**config.mk**
```make
export PLATFORM = sky130hd
export DESIGN_NAME = bearing_to_point_unit_flat
export DESIGN_NICKNAME = d
export VERILOG_FILES = /design/src/design/btp_pkg.sv /design/src/design/btp_channels.sv /design/src/design/btp_front.sv /design/src/design/btp_cell.sv /design/src/design/btp_back.sv /design/src/design/bearing_to_point_unit.sv /design/src/flat_wrapper.sv
export SDC_FILE = /design/constraint.sdc
export NUM_CORES = 2
export LEC_CHECK = 0
export BUFFER_PORTS_ARGS = -buffer_cell sky130_fd_sc_hd__buf_2
export CAP_MARGIN = 10
export CORE_UTILIZATION = 50
export DETAILED_ROUTE_END_ITERATION = 10
export GPL_ROUTABILITY_DRIVEN = 0
export GPL_TIMING_DRIVEN = 0
export PLACE_DENSITY = 0.65
export SLEW_MARGIN = 20
export SYNTH_ARGS = -nofsm -noshare
export SYNTH_HDL_FRONTEND = slang
export SYNTH_SLANG_ARGS = --single-unit
```
**constraint.sdc**
```tcl
create_clock -name clock -period 17.32 [get_ports clock]
set_input_delay 2.598 -clock clock [delete_from_list [all_inputs] [get_ports clock]]
set_output_delay 2.598 -clock clock [all_outputs]
set_load 0.02 [all_outputs]
```
**src/design/btp_pkg.sv**
```systemverilog
// ----------------------------------------------------------------------------
// btp_pkg
// shared types and constants for the bearing-to-point unit
// ----------------------------------------------------------------------------
package btp_pkg;

   localparam int BEARING_W = 15;
   localparam int ANGLE_W   = 14;
   localparam int FOLD_W    = 16;
   localparam int ZW        = 31;
   localparam int ZTAB_W    = 29;
   localparam int Z_FRAC    = 16;
   localparam int MAX_STAGES = 32;

   localparam logic [FOLD_W-1:0] DEG0   = 16'd0;
   localparam logic [FOLD_W-1:0] DEG90  = 16'd5760;
   localparam logic [FOLD_W-1:0] DEG180 = 16'd11520;
   localparam logic [FOLD_W-1:0] DEG270 = 16'd17280;
   localparam logic [FOLD_W-1:0] DEG360 = 16'd23040;

   localparam logic [ZTAB_W-1:0] Z_DEG90 = 29'd377487360;
   localparam logic [ZTAB_W:0]   Z_HALF  = 30'd32768;

   localparam logic [ZTAB_W-1:0] ATAN_TAB [MAX_STAGES] = '{
      29'd188743680, 29'd111421900, 29'd58872272, 29'd29884485,
      29'd15000234,  29'd7507429,   29'd3754631,  29'd1877430,
      29'd938729,    29'd469366,    29'd234683,   29'd117342,
      29'd58671,     29'd29335,     29'd14668,    29'd7334,
      29'd3667,      29'd1833,      29'd917,      29'd458,
      29'd229,       29'd115,       29'd57,       29'd29,
      29'd14,        29'd7,         29'd4,        29'd2,
      29'd1,         29'd0,         29'd0,        29'd0
   };

   typedef struct packed {
      logic                 axis;
      logic                 pts_differ;
      logic                 neg_x;
      logic                 neg_y;
      logic [BEARING_W-1:0] axis_bearing;
   } btp_side_type;

endpackage

```
**src/design/btp_channels.sv**
```systemverilog
// ----------------------------------------------------------------------------
// btp channels
// request and response channel interfaces of the bearing-to-point unit
// ----------------------------------------------------------------------------
interface btp_req_if #(parameter int COORD_WIDTH = 16);
   logic                          valid;
   logic                          ready;
   logic signed [COORD_WIDTH-1:0] cur_x;
   logic signed [COORD_WIDTH-1:0] cur_y;
   logic signed [COORD_WIDTH-1:0] target_x;
   logic signed [COORD_WIDTH-1:0] target_y;

   modport source (output valid, cur_x, cur_y, target_x, target_y, input ready);
   modport sink   (input valid, cur_x, cur_y, target_x, target_y, output ready);
endinterface

interface btp_rsp_if;
   logic        valid;
   logic        ready;
   logic [14:0] bearing;
   logic        bearing_valid;

   modport source (output valid, bearing, bearing_valid, input ready);
   modport sink   (input valid, bearing, bearing_valid, output ready);
endinterface

```
**src/design/btp_front.sv**
```systemverilog
// ----------------------------------------------------------------------------
// btp_front
// difference vector, magnitudes, quadrant and axis classification
// ----------------------------------------------------------------------------
module btp_front import btp_pkg::*; #(
   parameter int COORD_WIDTH = 16,
   parameter int DW          = 35
) (
   input  logic                          clock,
   input  logic                          reset,
   input  logic                          valid_up,
   output logic                          ready_up,
   input  logic signed [COORD_WIDTH-1:0] cur_x,
   input  logic signed [COORD_WIDTH-1:0] cur_y,
   input  logic signed [COORD_WIDTH-1:0] target_x,
   input  logic signed [COORD_WIDTH-1:0] target_y,
   output logic                          valid_dn,
   input  logic                          ready_dn,
   output logic signed [DW-1:0]          x_dn,
   output logic signed [DW-1:0]          y_dn,
   output btp_side_type                  side_dn
);

   localparam int PAD = DW - COORD_WIDTH - 1 - Z_FRAC;

   logic signed [COORD_WIDTH:0] dx, dy;
   logic [COORD_WIDTH:0]        abs_x, abs_y;
   logic                        valid_ff;
   logic signed [DW-1:0]        x_ff, y_ff, x_in, y_in;
   btp_side_type                side_ff, side_in;

   assign dx = {target_x[COORD_WIDTH-1], target_x} - {cur_x[COORD_WIDTH-1], cur_x};
   assign dy = {target_y[COORD_WIDTH-1], target_y} - {cur_y[COORD_WIDTH-1], cur_y};
   assign abs_x = dx[COORD_WIDTH] ? $unsigned(-dx) : $unsigned(dx);
   assign abs_y = dy[COORD_WIDTH] ? $unsigned(-dy) : $unsigned(dy);
   assign x_in = $signed({{PAD{1'b0}}, abs_x, {Z_FRAC{1'b0}}});
   assign y_in = $signed({{PAD{1'b0}}, abs_y, {Z_FRAC{1'b0}}});

   always_comb begin
      side_in.neg_x        = dx[COORD_WIDTH];
      side_in.neg_y        = dy[COORD_WIDTH];
      side_in.axis         = (dx == '0) || (dy == '0);
      side_in.pts_differ   = (dx != '0) || (dy != '0);
      side_in.axis_bearing = '0;
      if (dx == '0 && dy == '0) begin
         side_in.axis_bearing = DEG0[BEARING_W-1:0];
      end else if (dy == '0) begin
         side_in.axis_bearing = dx[COORD_WIDTH] ? DEG180[BEARING_W-1:0] : DEG0[BEARING_W-1:0];
      end else if (dx == '0) begin
         side_in.axis_bearing = dy[COORD_WIDTH] ? DEG270[BEARING_W-1:0] : DEG90[BEARING_W-1:0];
      end
   end

   assign ready_up = ~valid_ff | ready_dn;

   always_ff @(posedge clock) begin
      if (reset) begin
         valid_ff <= 1'b0;
      end else if (ready_up) begin
         valid_ff <= valid_up;
      end
   end

   always_ff @(posedge clock) begin
      if (ready_up && valid_up) begin
         x_ff    <= x_in;
         y_ff    <= y_in;
         side_ff <= side_in;
      end
   end

   assign valid_dn = valid_ff;
   assign x_dn     = x_ff;
   assign y_dn     = y_ff;
   assign side_dn  = side_ff;

endmodule

```
**src/design/btp_cell.sv**
```systemverilog
// ----------------------------------------------------------------------------
// btp_cell
// one cordic vectoring rotation with its own handshake slot
// ----------------------------------------------------------------------------
module btp_cell import btp_pkg::*; #(
   parameter int DW    = 35,
   parameter int STAGE = 0
) (
   input  logic                 clock,
   input  logic                 reset,
   input  logic                 valid_up,
   output logic                 ready_up,
   input  logic signed [DW-1:0] x_up,
   input  logic signed [DW-1:0] y_up,
   input  logic signed [ZW-1:0] z_up,
   input  btp_side_type         side_up,
   output logic                 valid_dn,
   input  logic                 ready_dn,
   output logic signed [DW-1:0] x_dn,
   output logic signed [DW-1:0] y_dn,
   output logic signed [ZW-1:0] z_dn,
   output btp_side_type         side_dn
);

   localparam logic signed [ZW-1:0] STEP = $signed({{(ZW-ZTAB_W){1'b0}}, ATAN_TAB[STAGE]});

   logic signed [DW-1:0] xs, ys, x_in, y_in, x_ff, y_ff;
   logic signed [ZW-1:0] z_in, z_ff;
   btp_side_type         side_ff;
   logic                 valid_ff;

   assign xs = x_up >>> STAGE;
   assign ys = y_up >>> STAGE;

   always_comb begin
      if (!y_up[DW-1]) begin
         x_in = x_up + ys;
         y_in = y_up - xs;
         z_in = z_up + STEP;
      end else begin
         x_in = x_up - ys;
         y_in = y_up + xs;
         z_in = z_up - STEP;
      end
   end

   assign ready_up = ~valid_ff | ready_dn;

   always_ff @(posedge clock) begin
      if (reset) begin
         valid_ff <= 1'b0;
      end else if (ready_up) begin
         valid_ff <= valid_up;
      end
   end

   always_ff @(posedge clock) begin
      if (ready_up && valid_up) begin
         x_ff    <= x_in;
         y_ff    <= y_in;
         z_ff    <= z_in;
         side_ff <= side_up;
      end
   end

   assign valid_dn = valid_ff;
   assign x_dn     = x_ff;
   assign y_dn     = y_ff;
   assign z_dn     = z_ff;
   assign side_dn  = side_ff;

endmodule

```
**src/design/btp_back.sv**
```systemverilog
// ----------------------------------------------------------------------------
// btp_back
// angle clamp and rounding, quadrant fold, response register
// ----------------------------------------------------------------------------
module btp_back import btp_pkg::*; (
   input  logic                 clock,
   input  logic                 reset,
   input  logic                 valid_up,
   output logic                 ready_up,
   input  logic signed [ZW-1:0] z_up,
   input  btp_side_type         side_up,
   output logic                 valid_dn,
   input  logic                 ready_dn,
   output logic [BEARING_W-1:0] bearing,
   output logic                 bearing_valid
);

   logic [ZTAB_W-1:0]    z_clamp;
   logic [ZTAB_W:0]      z_round;
   logic [FOLD_W-1:0]    angle, fold, wrap;
   logic                 valid_ff;
   logic [BEARING_W-1:0] bearing_ff, bearing_in;
   logic                 bvalid_ff;

   always_comb begin
      if (z_up[ZW-1]) begin
         z_clamp = '0;
      end else if ($unsigned(z_up) > {{(ZW-ZTAB_W){1'b0}}, Z_DEG90}) begin
         z_clamp = Z_DEG90;
      end else begin
         z_clamp = z_up[ZTAB_W-1:0];
      end
   end

   assign z_round = {1'b0, z_clamp} + Z_HALF;
   assign angle   = {{(FOLD_W-ANGLE_W){1'b0}}, z_round[Z_FRAC +: ANGLE_W]};

   always_comb begin
      case ({side_up.neg_x, side_up.neg_y})
         2'b00:   fold = angle;
         2'b10:   fold = DEG180 - angle;
         2'b11:   fold = DEG180 + angle;
         2'b01:   fold = DEG360 - angle;
         default: fold = angle;
      endcase
      wrap = (fold >= DEG360) ? fold - DEG360 : fold;
      bearing_in = side_up.axis ? side_up.axis_bearing : wrap[BEARING_W-1:0];
   end

   assign ready_up = ~valid_ff | ready_dn;

   always_ff @(posedge clock) begin
      if (reset) begin
         valid_ff <= 1'b0;
      end else if (ready_up) begin
         valid_ff <= valid_up;
      end
   end

   always_ff @(posedge clock) begin
      if (ready_up && valid_up) begin
         bearing_ff <= bearing_in;
         bvalid_ff  <= side_up.pts_differ;
      end
   end

   assign valid_dn      = valid_ff;
   assign bearing       = bearing_ff;
   assign bearing_valid = bvalid_ff;

endmodule

```
**src/design/bearing_to_point_unit.sv**
```systemverilog
// ----------------------------------------------------------------------------
// bearing_to_point_unit
// bearing from a current to a target position by pipelined cordic vectoring
// ----------------------------------------------------------------------------
//  channel    dir  payload                                   handshake
//  req_chan   in   cur_x cur_y target_x target_y             valid/ready
//  rsp_chan   out  bearing[14:0] bearing_valid               valid/ready
//
//  one transaction per cycle sustained while rsp_chan is ready; the slots are
//  the front register, one cell per cordic rotation and the response register;
//  every slot has its own valid bit, so bubbles close up under a stall
//  and new transactions enter while a response waits
//  synchronous reset empties all slots
// ----------------------------------------------------------------------------
module bearing_to_point_unit import btp_pkg::*; #(
   parameter int COORD_WIDTH   = 16,
   parameter int CORDIC_STAGES = 16
) (
   input  logic      clock,
   input  logic      reset,
   btp_req_if.sink   req_chan,
   btp_rsp_if.source rsp_chan
);

   localparam int DW = COORD_WIDTH + Z_FRAC + 3;
   localparam int NS = (CORDIC_STAGES > MAX_STAGES) ? MAX_STAGES : CORDIC_STAGES;

   logic                 valid_c [NS+1];
   logic                 ready_c [NS+1];
   logic signed [DW-1:0] x_c     [NS+1];
   logic signed [DW-1:0] y_c     [NS+1];
   logic signed [ZW-1:0] z_c     [NS+1];
   btp_side_type         side_c  [NS+1];

   btp_front #(.COORD_WIDTH(COORD_WIDTH), .DW(DW)) u_front (
      .clock    (clock),
      .reset    (reset),
      .valid_up (req_chan.valid),
      .ready_up (req_chan.ready),
      .cur_x    (req_chan.cur_x),
      .cur_y    (req_chan.cur_y),
      .target_x (req_chan.target_x),
      .target_y (req_chan.target_y),
      .valid_dn (valid_c[0]),
      .ready_dn (ready_c[0]),
      .x_dn     (x_c[0]),
      .y_dn     (y_c[0]),
      .side_dn  (side_c[0])
   );

   assign z_c[0] = '0;

   for (genvar i = 0; i < NS; i++) begin : g_cell
      btp_cell #(.DW(DW), .STAGE(i)) u_cell (
         .clock    (clock),
         .reset    (reset),
         .valid_up (valid_c[i]),
         .ready_up (ready_c[i]),
         .x_up     (x_c[i]),
         .y_up     (y_c[i]),
         .z_up     (z_c[i]),
         .side_up  (side_c[i]),
         .valid_dn (valid_c[i+1]),
         .ready_dn (ready_c[i+1]),
         .x_dn     (x_c[i+1]),
         .y_dn     (y_c[i+1]),
         .z_dn     (z_c[i+1]),
         .side_dn  (side_c[i+1])
      );
   end

   btp_back u_back (
      .clock         (clock),
      .reset         (reset),
      .valid_up      (valid_c[NS]),
      .ready_up      (ready_c[NS]),
      .z_up          (z_c[NS]),
      .side_up       (side_c[NS]),
      .valid_dn      (rsp_chan.valid),
      .ready_dn      (rsp_chan.ready),
      .bearing       (rsp_chan.bearing),
      .bearing_valid (rsp_chan.bearing_valid)
   );

endmodule

```
**src/flat_wrapper.sv**
```systemverilog
// flat-port wrapper written by rule: the top's interface ports become plain ports
module bearing_to_point_unit_flat import btp_pkg::*;
#(
   parameter int COORD_WIDTH   = 16,
   parameter int CORDIC_STAGES = 16
)
  (clock, reset, req_chan_valid, req_chan_cur_x, req_chan_cur_y, req_chan_target_x, req_chan_target_y, req_chan_ready, rsp_chan_valid, rsp_chan_bearing, rsp_chan_bearing_valid, rsp_chan_ready);
  btp_req_if #(.COORD_WIDTH(COORD_WIDTH)) req_chan_i ();
  btp_rsp_if rsp_chan_i ();
  input  logic clock;
  input  logic reset;
  input wire logic [$bits(req_chan_i.valid)-1:0] req_chan_valid;
  input wire logic [$bits(req_chan_i.cur_x)-1:0] req_chan_cur_x;
  input wire logic [$bits(req_chan_i.cur_y)-1:0] req_chan_cur_y;
  input wire logic [$bits(req_chan_i.target_x)-1:0] req_chan_target_x;
  input wire logic [$bits(req_chan_i.target_y)-1:0] req_chan_target_y;
  output wire logic [$bits(req_chan_i.ready)-1:0] req_chan_ready;
  output wire logic [$bits(rsp_chan_i.valid)-1:0] rsp_chan_valid;
  output wire logic [$bits(rsp_chan_i.bearing)-1:0] rsp_chan_bearing;
  output wire logic [$bits(rsp_chan_i.bearing_valid)-1:0] rsp_chan_bearing_valid;
  input wire logic [$bits(rsp_chan_i.ready)-1:0] rsp_chan_ready;
  assign req_chan_i.valid = req_chan_valid;
  assign req_chan_i.cur_x = req_chan_cur_x;
  assign req_chan_i.cur_y = req_chan_cur_y;
  assign req_chan_i.target_x = req_chan_target_x;
  assign req_chan_i.target_y = req_chan_target_y;
  assign req_chan_ready = req_chan_i.ready;
  assign rsp_chan_valid = rsp_chan_i.valid;
  assign rsp_chan_bearing = rsp_chan_i.bearing;
  assign rsp_chan_bearing_valid = rsp_chan_i.bearing_valid;
  assign rsp_chan_i.ready = rsp_chan_ready;
  bearing_to_point_unit #(.COORD_WIDTH(COORD_WIDTH), .CORDIC_STAGES(CORDIC_STAGES)) u_core (.clock(clock), .reset(reset), .req_chan(req_chan_i), .rsp_chan(rsp_chan_i));
endmodule
```
==> results by group <==
Pwr
  – Max VDD drop: 0.09008 mV
  – Static leakage power: between 40 and 50 nW
  – Ratio of total power to cell area: around 75 mW/mm2

Synth
  – Combined area of all synthesized cells: 0.1130 mm2
  – Sequential-to-total area share from yosys stat: 0.3888
  – Synthesized area divided by synthesized cell count: approximately 10 um2
  – Largest area contributor in the netlist: sky130_fd_sc_hd__edfxtp_1
  – Register bit total from synthesis: between 1000 and 1500
  – Largest cells by area after synthesis: sky130_fd_sc_hd__edfxtp_1, sky130_fd_sc_hd__ha_1, sky130_fd_sc_hd__xnor2_1
  – Count of unique library cells instantiated by Yosys: 101
  – Number of synthesized flops with an enable pin: 1451
  – Net Count, Synth: 12785
  – Portion of synthesized cell area occupied by the leading cell type: 0.3856
  – Most instantiated flip-flop cell in the synthesis netlist: sky130_fd_sc_hd__edfxtp_1
  – Cells after Synth: 11411
  – Fraction of synthesis flops using an asynchronous set or reset pin: 0
  – Yosys warnings: 0

Critical path
  – Critical path start-end classification: in -> out
  – Startpoint kind of the worst setup timing path: input pin
  – CP Data Required Time: 14.72 ns
  – Depth of the worst register-to-register path: 19
  – Signal arrival time at the worst endpoint: 7.16 ns
  – Path length in cells of the critical path: 14
  – List of cells traversed by the critical path: buf_2, nor2b_1, and3_1, and3_1, and2_1, clkbuf_1, and3_1, clkbuf_1, nand3_1, nor2_1, nand3_1, inv_1, nand3_1, buf_2
  – Worst reg2reg endpoint: u_core.g_cell[5].u_cell.y_dn[34]$_DFFE_PP_
  – Critical path capture point: req_chan_ready
  – Critical register-to-register path startpoint: u_core.g_cell[4].u_cell.y_dn[34]$_DFFE_PP_
  – Worst setup path start: rsp_chan_ready
  – Crit-path slowest cell: sky130_fd_sc_hd__and3_1
  – Biggest fanout along the worst timing path: 8
  – Maximum cell stage delay along the critical path: 0.58 ns
  – Critical path capture point type: output port
  – Minimum setup slack among reg-to-reg paths: 10.53 ns
  – Buffering stage count on the worst path with inverters included: 5
  – Cell type group with the largest total delay on the critical path: simple AND/OR/NAND/NOR gates

Drt
  – Vias per std cell: 5.839
  – DR vias: 86778
  – Routed wire length: approximately 280000 um
  – Average routed wire per standard cell: 18.73 um
  – Detailed-route DRC error count: 0
  – First DRT Iteration DRCs: 6187
  – Final antenna-violating net count: 0
  – Count of TritonRoute iterations in the first routing pass: 6

Place
  – Detail Placement HPWL: around 220000 um
  – Place WS: ~7.6 ns
  – Total cell area at the placement stage: 0.1187 mm2
  – Number of buffers inserted by port buffering: 84

Clock network
  – Resized cells post-CTS: 0
  – Clock root buffer master: sky130_fd_sc_hd__clkbuf_16
  – CTS H-Tree Depth: 4
  – Max Buffers Root-to-Sink: 3
  – Number of hold-repair buffers added at the cts stage: 0
  – Clk_lat worst skew: 0.85 ns
  – Number of buffers inserted during clock tree synthesis: between 150 and 200
  – Sink Count: ~1500
  – Clock transition time at the flip-flop clock pins of the worst setup and hold paths: about 0.06 ns
  – Number of setup buffers added after CTS: 0
  – Clock tree from TritonCTS: done

Final layout
  – Layout Cell Area excl Fill: 0.1246 mm2
  – Count of nets after finishing: roughly 13000
  – Fraction of layout instances using a drive strength above 1: 0.04752
  – P&R area growth vs syn: 10.25%
  – Fill count: approximately 19000

Timing
  – Worst Clk Skew: 0.04577 ns
  – RSZ-0062 raised after global routing: false
  – Final Max Slew Viols: 0
  – Achievable frequency: ~100 MHz
  – Slew of the pin with the lowest slew margin: 1.165 ns
  – Setup-violating endpoint count in the final report: 0
  – Setup slack of the critical path after layout: 7.557 ns
  – Min Tclk post-route: 9.763 ns
  – Final Cycle Share: 0.5637
  – Setup TNS Final: 0 ns
  – Max transition margin: 0.2232
  – Number of hold violations in the final report: 0

Global route
  – Maximum number of pins on one net before global-route repair: between 60 and 70
  – Via count of the first global-routing pass: 84728
  – Aggregate global-route resource usage: 0.2369
  – Initial antenna violation count: 5
  – First-pass GRT wire length: 439200 um
  – Remaining Overflow, GRT: 0

Job
  – Max cap viols: 0

Die
  – # IOs: 86
  – Die ar.: 0.2279 mm2
  – Chip Width: 477.4 um
  – Standard cell core area: 0.2247 mm2
  – Initial Utilization: 0.5029
  – Vertical extent of the die: about 480 um
  – Row cnt: between 150 and 200

Run status
  – Result of the run: finished, final reports clean

Worst hold path
  – Hold Crit Class: reg -> reg
placed cells by master (no fill, tap or decap), drive strengths merged, types with 203 or more instances in the layout:
| cell type | Yosys | routed |
|---|---|---|
| clkbuf | 94 | 295 |
| nand2 | 575 | 575 |
| xnor2 | 1124 | 1124 |
| edfxtp | 1451 | 1451 |
| inv | 495 | 514 |
| o21a | 203 | 203 |
| nor3 | 348 | 348 |
| a21oi | 1117 | 1117 |
| ha | 1273 | 1273 |
| a21o | 386 | 386 |
| nor2 | 1189 | 1189 |
| o21ai | 459 | 459 |
| xor2 | 542 | 542 |
worst min path at each step:
| stage | from | end | slack [ns] | cells after the start |
|---|---|---|---|---|
| after global routing | u_core.g_cell[6].u_cell.side_dn[14]$_DFFE_PP_ | u_core.g_cell[7].u_cell.side_dn[14]$_DFFE_PP_ | 0.40 | 0 |
| after floorplan | u_core.u_front.side_dn[10]$_SDFFCE_PP0P_ | u_core.g_cell[0].u_cell.side_dn[10]$_DFFE_PP_ | 0.40 | 0 |
| after CTS | u_core.g_cell[4].u_cell.side_dn[14]$_DFFE_PP_ | u_core.g_cell[5].u_cell.side_dn[14]$_DFFE_PP_ | 0.40 | 0 |
| after global placement | u_core.g_cell[3].u_cell.side_dn[15]$_DFFE_PP_ | u_core.g_cell[4].u_cell.side_dn[15]$_DFFE_PP_ | 0.40 | 0 |
| after detailed placement | u_core.g_cell[0].u_cell.side_dn[10]$_DFFE_PP_ | u_core.g_cell[1].u_cell.side_dn[10]$_DFFE_PP_ | 0.40 | 0 |
| final | u_core.g_cell[5].u_cell.side_dn[8]$_DFFE_PP_ | u_core.g_cell[6].u_cell.side_dn[8]$_DFFE_PP_ | 0.40 | 0 |
report_power, final:
| group | internal [mW] | switching, mW | leakage, nW |
|---|---|---|---|
| sequential | 4.06 | 0.100 | 13.3 |
| combinational | 0.607 | 0.826 | 33.1 |
| clock | 2.19 | 1.54 | 2.85 |
| total | 6.85 | 2.46 | 49.2 |
routing by layer:
metal | GRT usage | share of wire
met1 | 0.2830 | 0.41
met2 | 0.4190 | 0.49
met3 | 0.02913 | 0.045
met4 | 0.1161 | 0.049
met5 | 0 | 0.000097
state kept, by name, indices dropped and copies added, names as in the netlist:
| register | cells |
|---|---|
| u_core.u_back.valid_dn | 1 |
| u_core.g_cell.u_cell.x_dn | 414 |
| u_core.u_front.y_dn | 17 |
| u_core.g_cell.u_cell.side_dn | 160 |
| u_core.g_cell.u_cell.valid_dn | 16 |
| u_core.u_front.side_dn | 10 |
| u_core.u_back.bearing | 15 |
| u_core.u_front.x_dn | 17 |
| u_core.g_cell.u_cell.y_dn | 423 |
| u_core.u_front.valid_dn | 1 |
| u_core.u_back.bearing_valid | 1 |
| u_core.g_cell.u_cell.z_dn | 394 |
synthesized netlist by cell type, types with 176 or more instances:
cell	n
sky130_fd_sc_hd__a21o_1	386
sky130_fd_sc_hd__a21oi_1	1114
sky130_fd_sc_hd__edfxtp_1	1451
sky130_fd_sc_hd__ha_1	1273
sky130_fd_sc_hd__inv_1	495
sky130_fd_sc_hd__nand2_1	575
sky130_fd_sc_hd__nand3_1	176
sky130_fd_sc_hd__nor2_1	1187
sky130_fd_sc_hd__nor2b_1	188
sky130_fd_sc_hd__nor3_1	348
sky130_fd_sc_hd__o21a_1	203
sky130_fd_sc_hd__o21ai_0	448
sky130_fd_sc_hd__xnor2_1	1123
sky130_fd_sc_hd__xor2_1	542
logic make-up (layout without fill, tap and decap cells):
| family | count (synthesis) | count (layout) | synth area share |
|---|---|---|---|
| AOI/OAI and AO/OA | 3016 | 3016 | 0.1698 |
| xor gates and xnor gates | 1666 | 1666 | 0.1293 |
| other | 0 | 2 | 0 |
| DFF | 1469 | 1469 | 0.3888 |
| adders and majority gates | 1306 | 1306 | 0.1468 |
| buffers and inverters | 619 | 1076 | 0.02070 |
| and+or+nand+nor | 3284 | 3284 | 0.1397 |
| muxes | 51 | 51 | 0.004917 |
metrics by stage:
step	utilization	hold slack (ns)	power, mW	instances
after global placement	0.5214	0.4008	5.609	14487
after CTS	0.5544	0.4033	9.389	14860
after global routing	0.5545	0.3970	9.691	14861
after detailed placement	0.5283	0.4045	5.640	14543
final	0.5545	0.4006	9.313	14862
after floorplan	-	0.4003	5.266	11411
worst register-to-register path: stages (launching register included):
cell,delay (ns)
sky130_fd_sc_hd__edfxtp_1,0.81
sky130_fd_sc_hd__clkbuf_1,0.60
sky130_fd_sc_hd__buf_1,0.69
sky130_fd_sc_hd__clkbuf_1,0.64
sky130_fd_sc_hd__a21oi_1,0.12
sky130_fd_sc_hd__xor2_1,0.18
sky130_fd_sc_hd__ha_1,0.23
sky130_fd_sc_hd__fa_1,0.41
sky130_fd_sc_hd__a21o_1,0.18
sky130_fd_sc_hd__a21oi_1,0.21
sky130_fd_sc_hd__nand2b_1,0.16
sky130_fd_sc_hd__a31oi_1,0.16
sky130_fd_sc_hd__o211ai_1,0.33
sky130_fd_sc_hd__a31oi_1,0.21
sky130_fd_sc_hd__a41o_1,0.34
sky130_fd_sc_hd__o41ai_1,0.37
sky130_fd_sc_hd__nor2_1,0.12
sky130_fd_sc_hd__a2111oi_2,0.46
sky130_fd_sc_hd__a21oi_1,0.15
sky130_fd_sc_hd__xor2_1,0.18
cell type report:
cell class | count | area, um2 | area share
Buffer | 118 | 457.9 | 0.003676
Antenna cell | 2 | 5.005 | 0.00004018
Clock inverter | 116 | 1404 | 0.01127
Tap cell | 2992 | 3744 | 0.03005
Sequential cell | 1469 | 43930 | 0.3527
Timing Repair Buffer | 140 | 1782 | 0.01430
Multi-Input combinational cell | 9323 | 66900 | 0.5371
Clock buffer | 201 | 4466 | 0.03585
Inverter | 501 | 1881 | 0.01510
No activity file was read; power rests on OpenSTA's default activity.
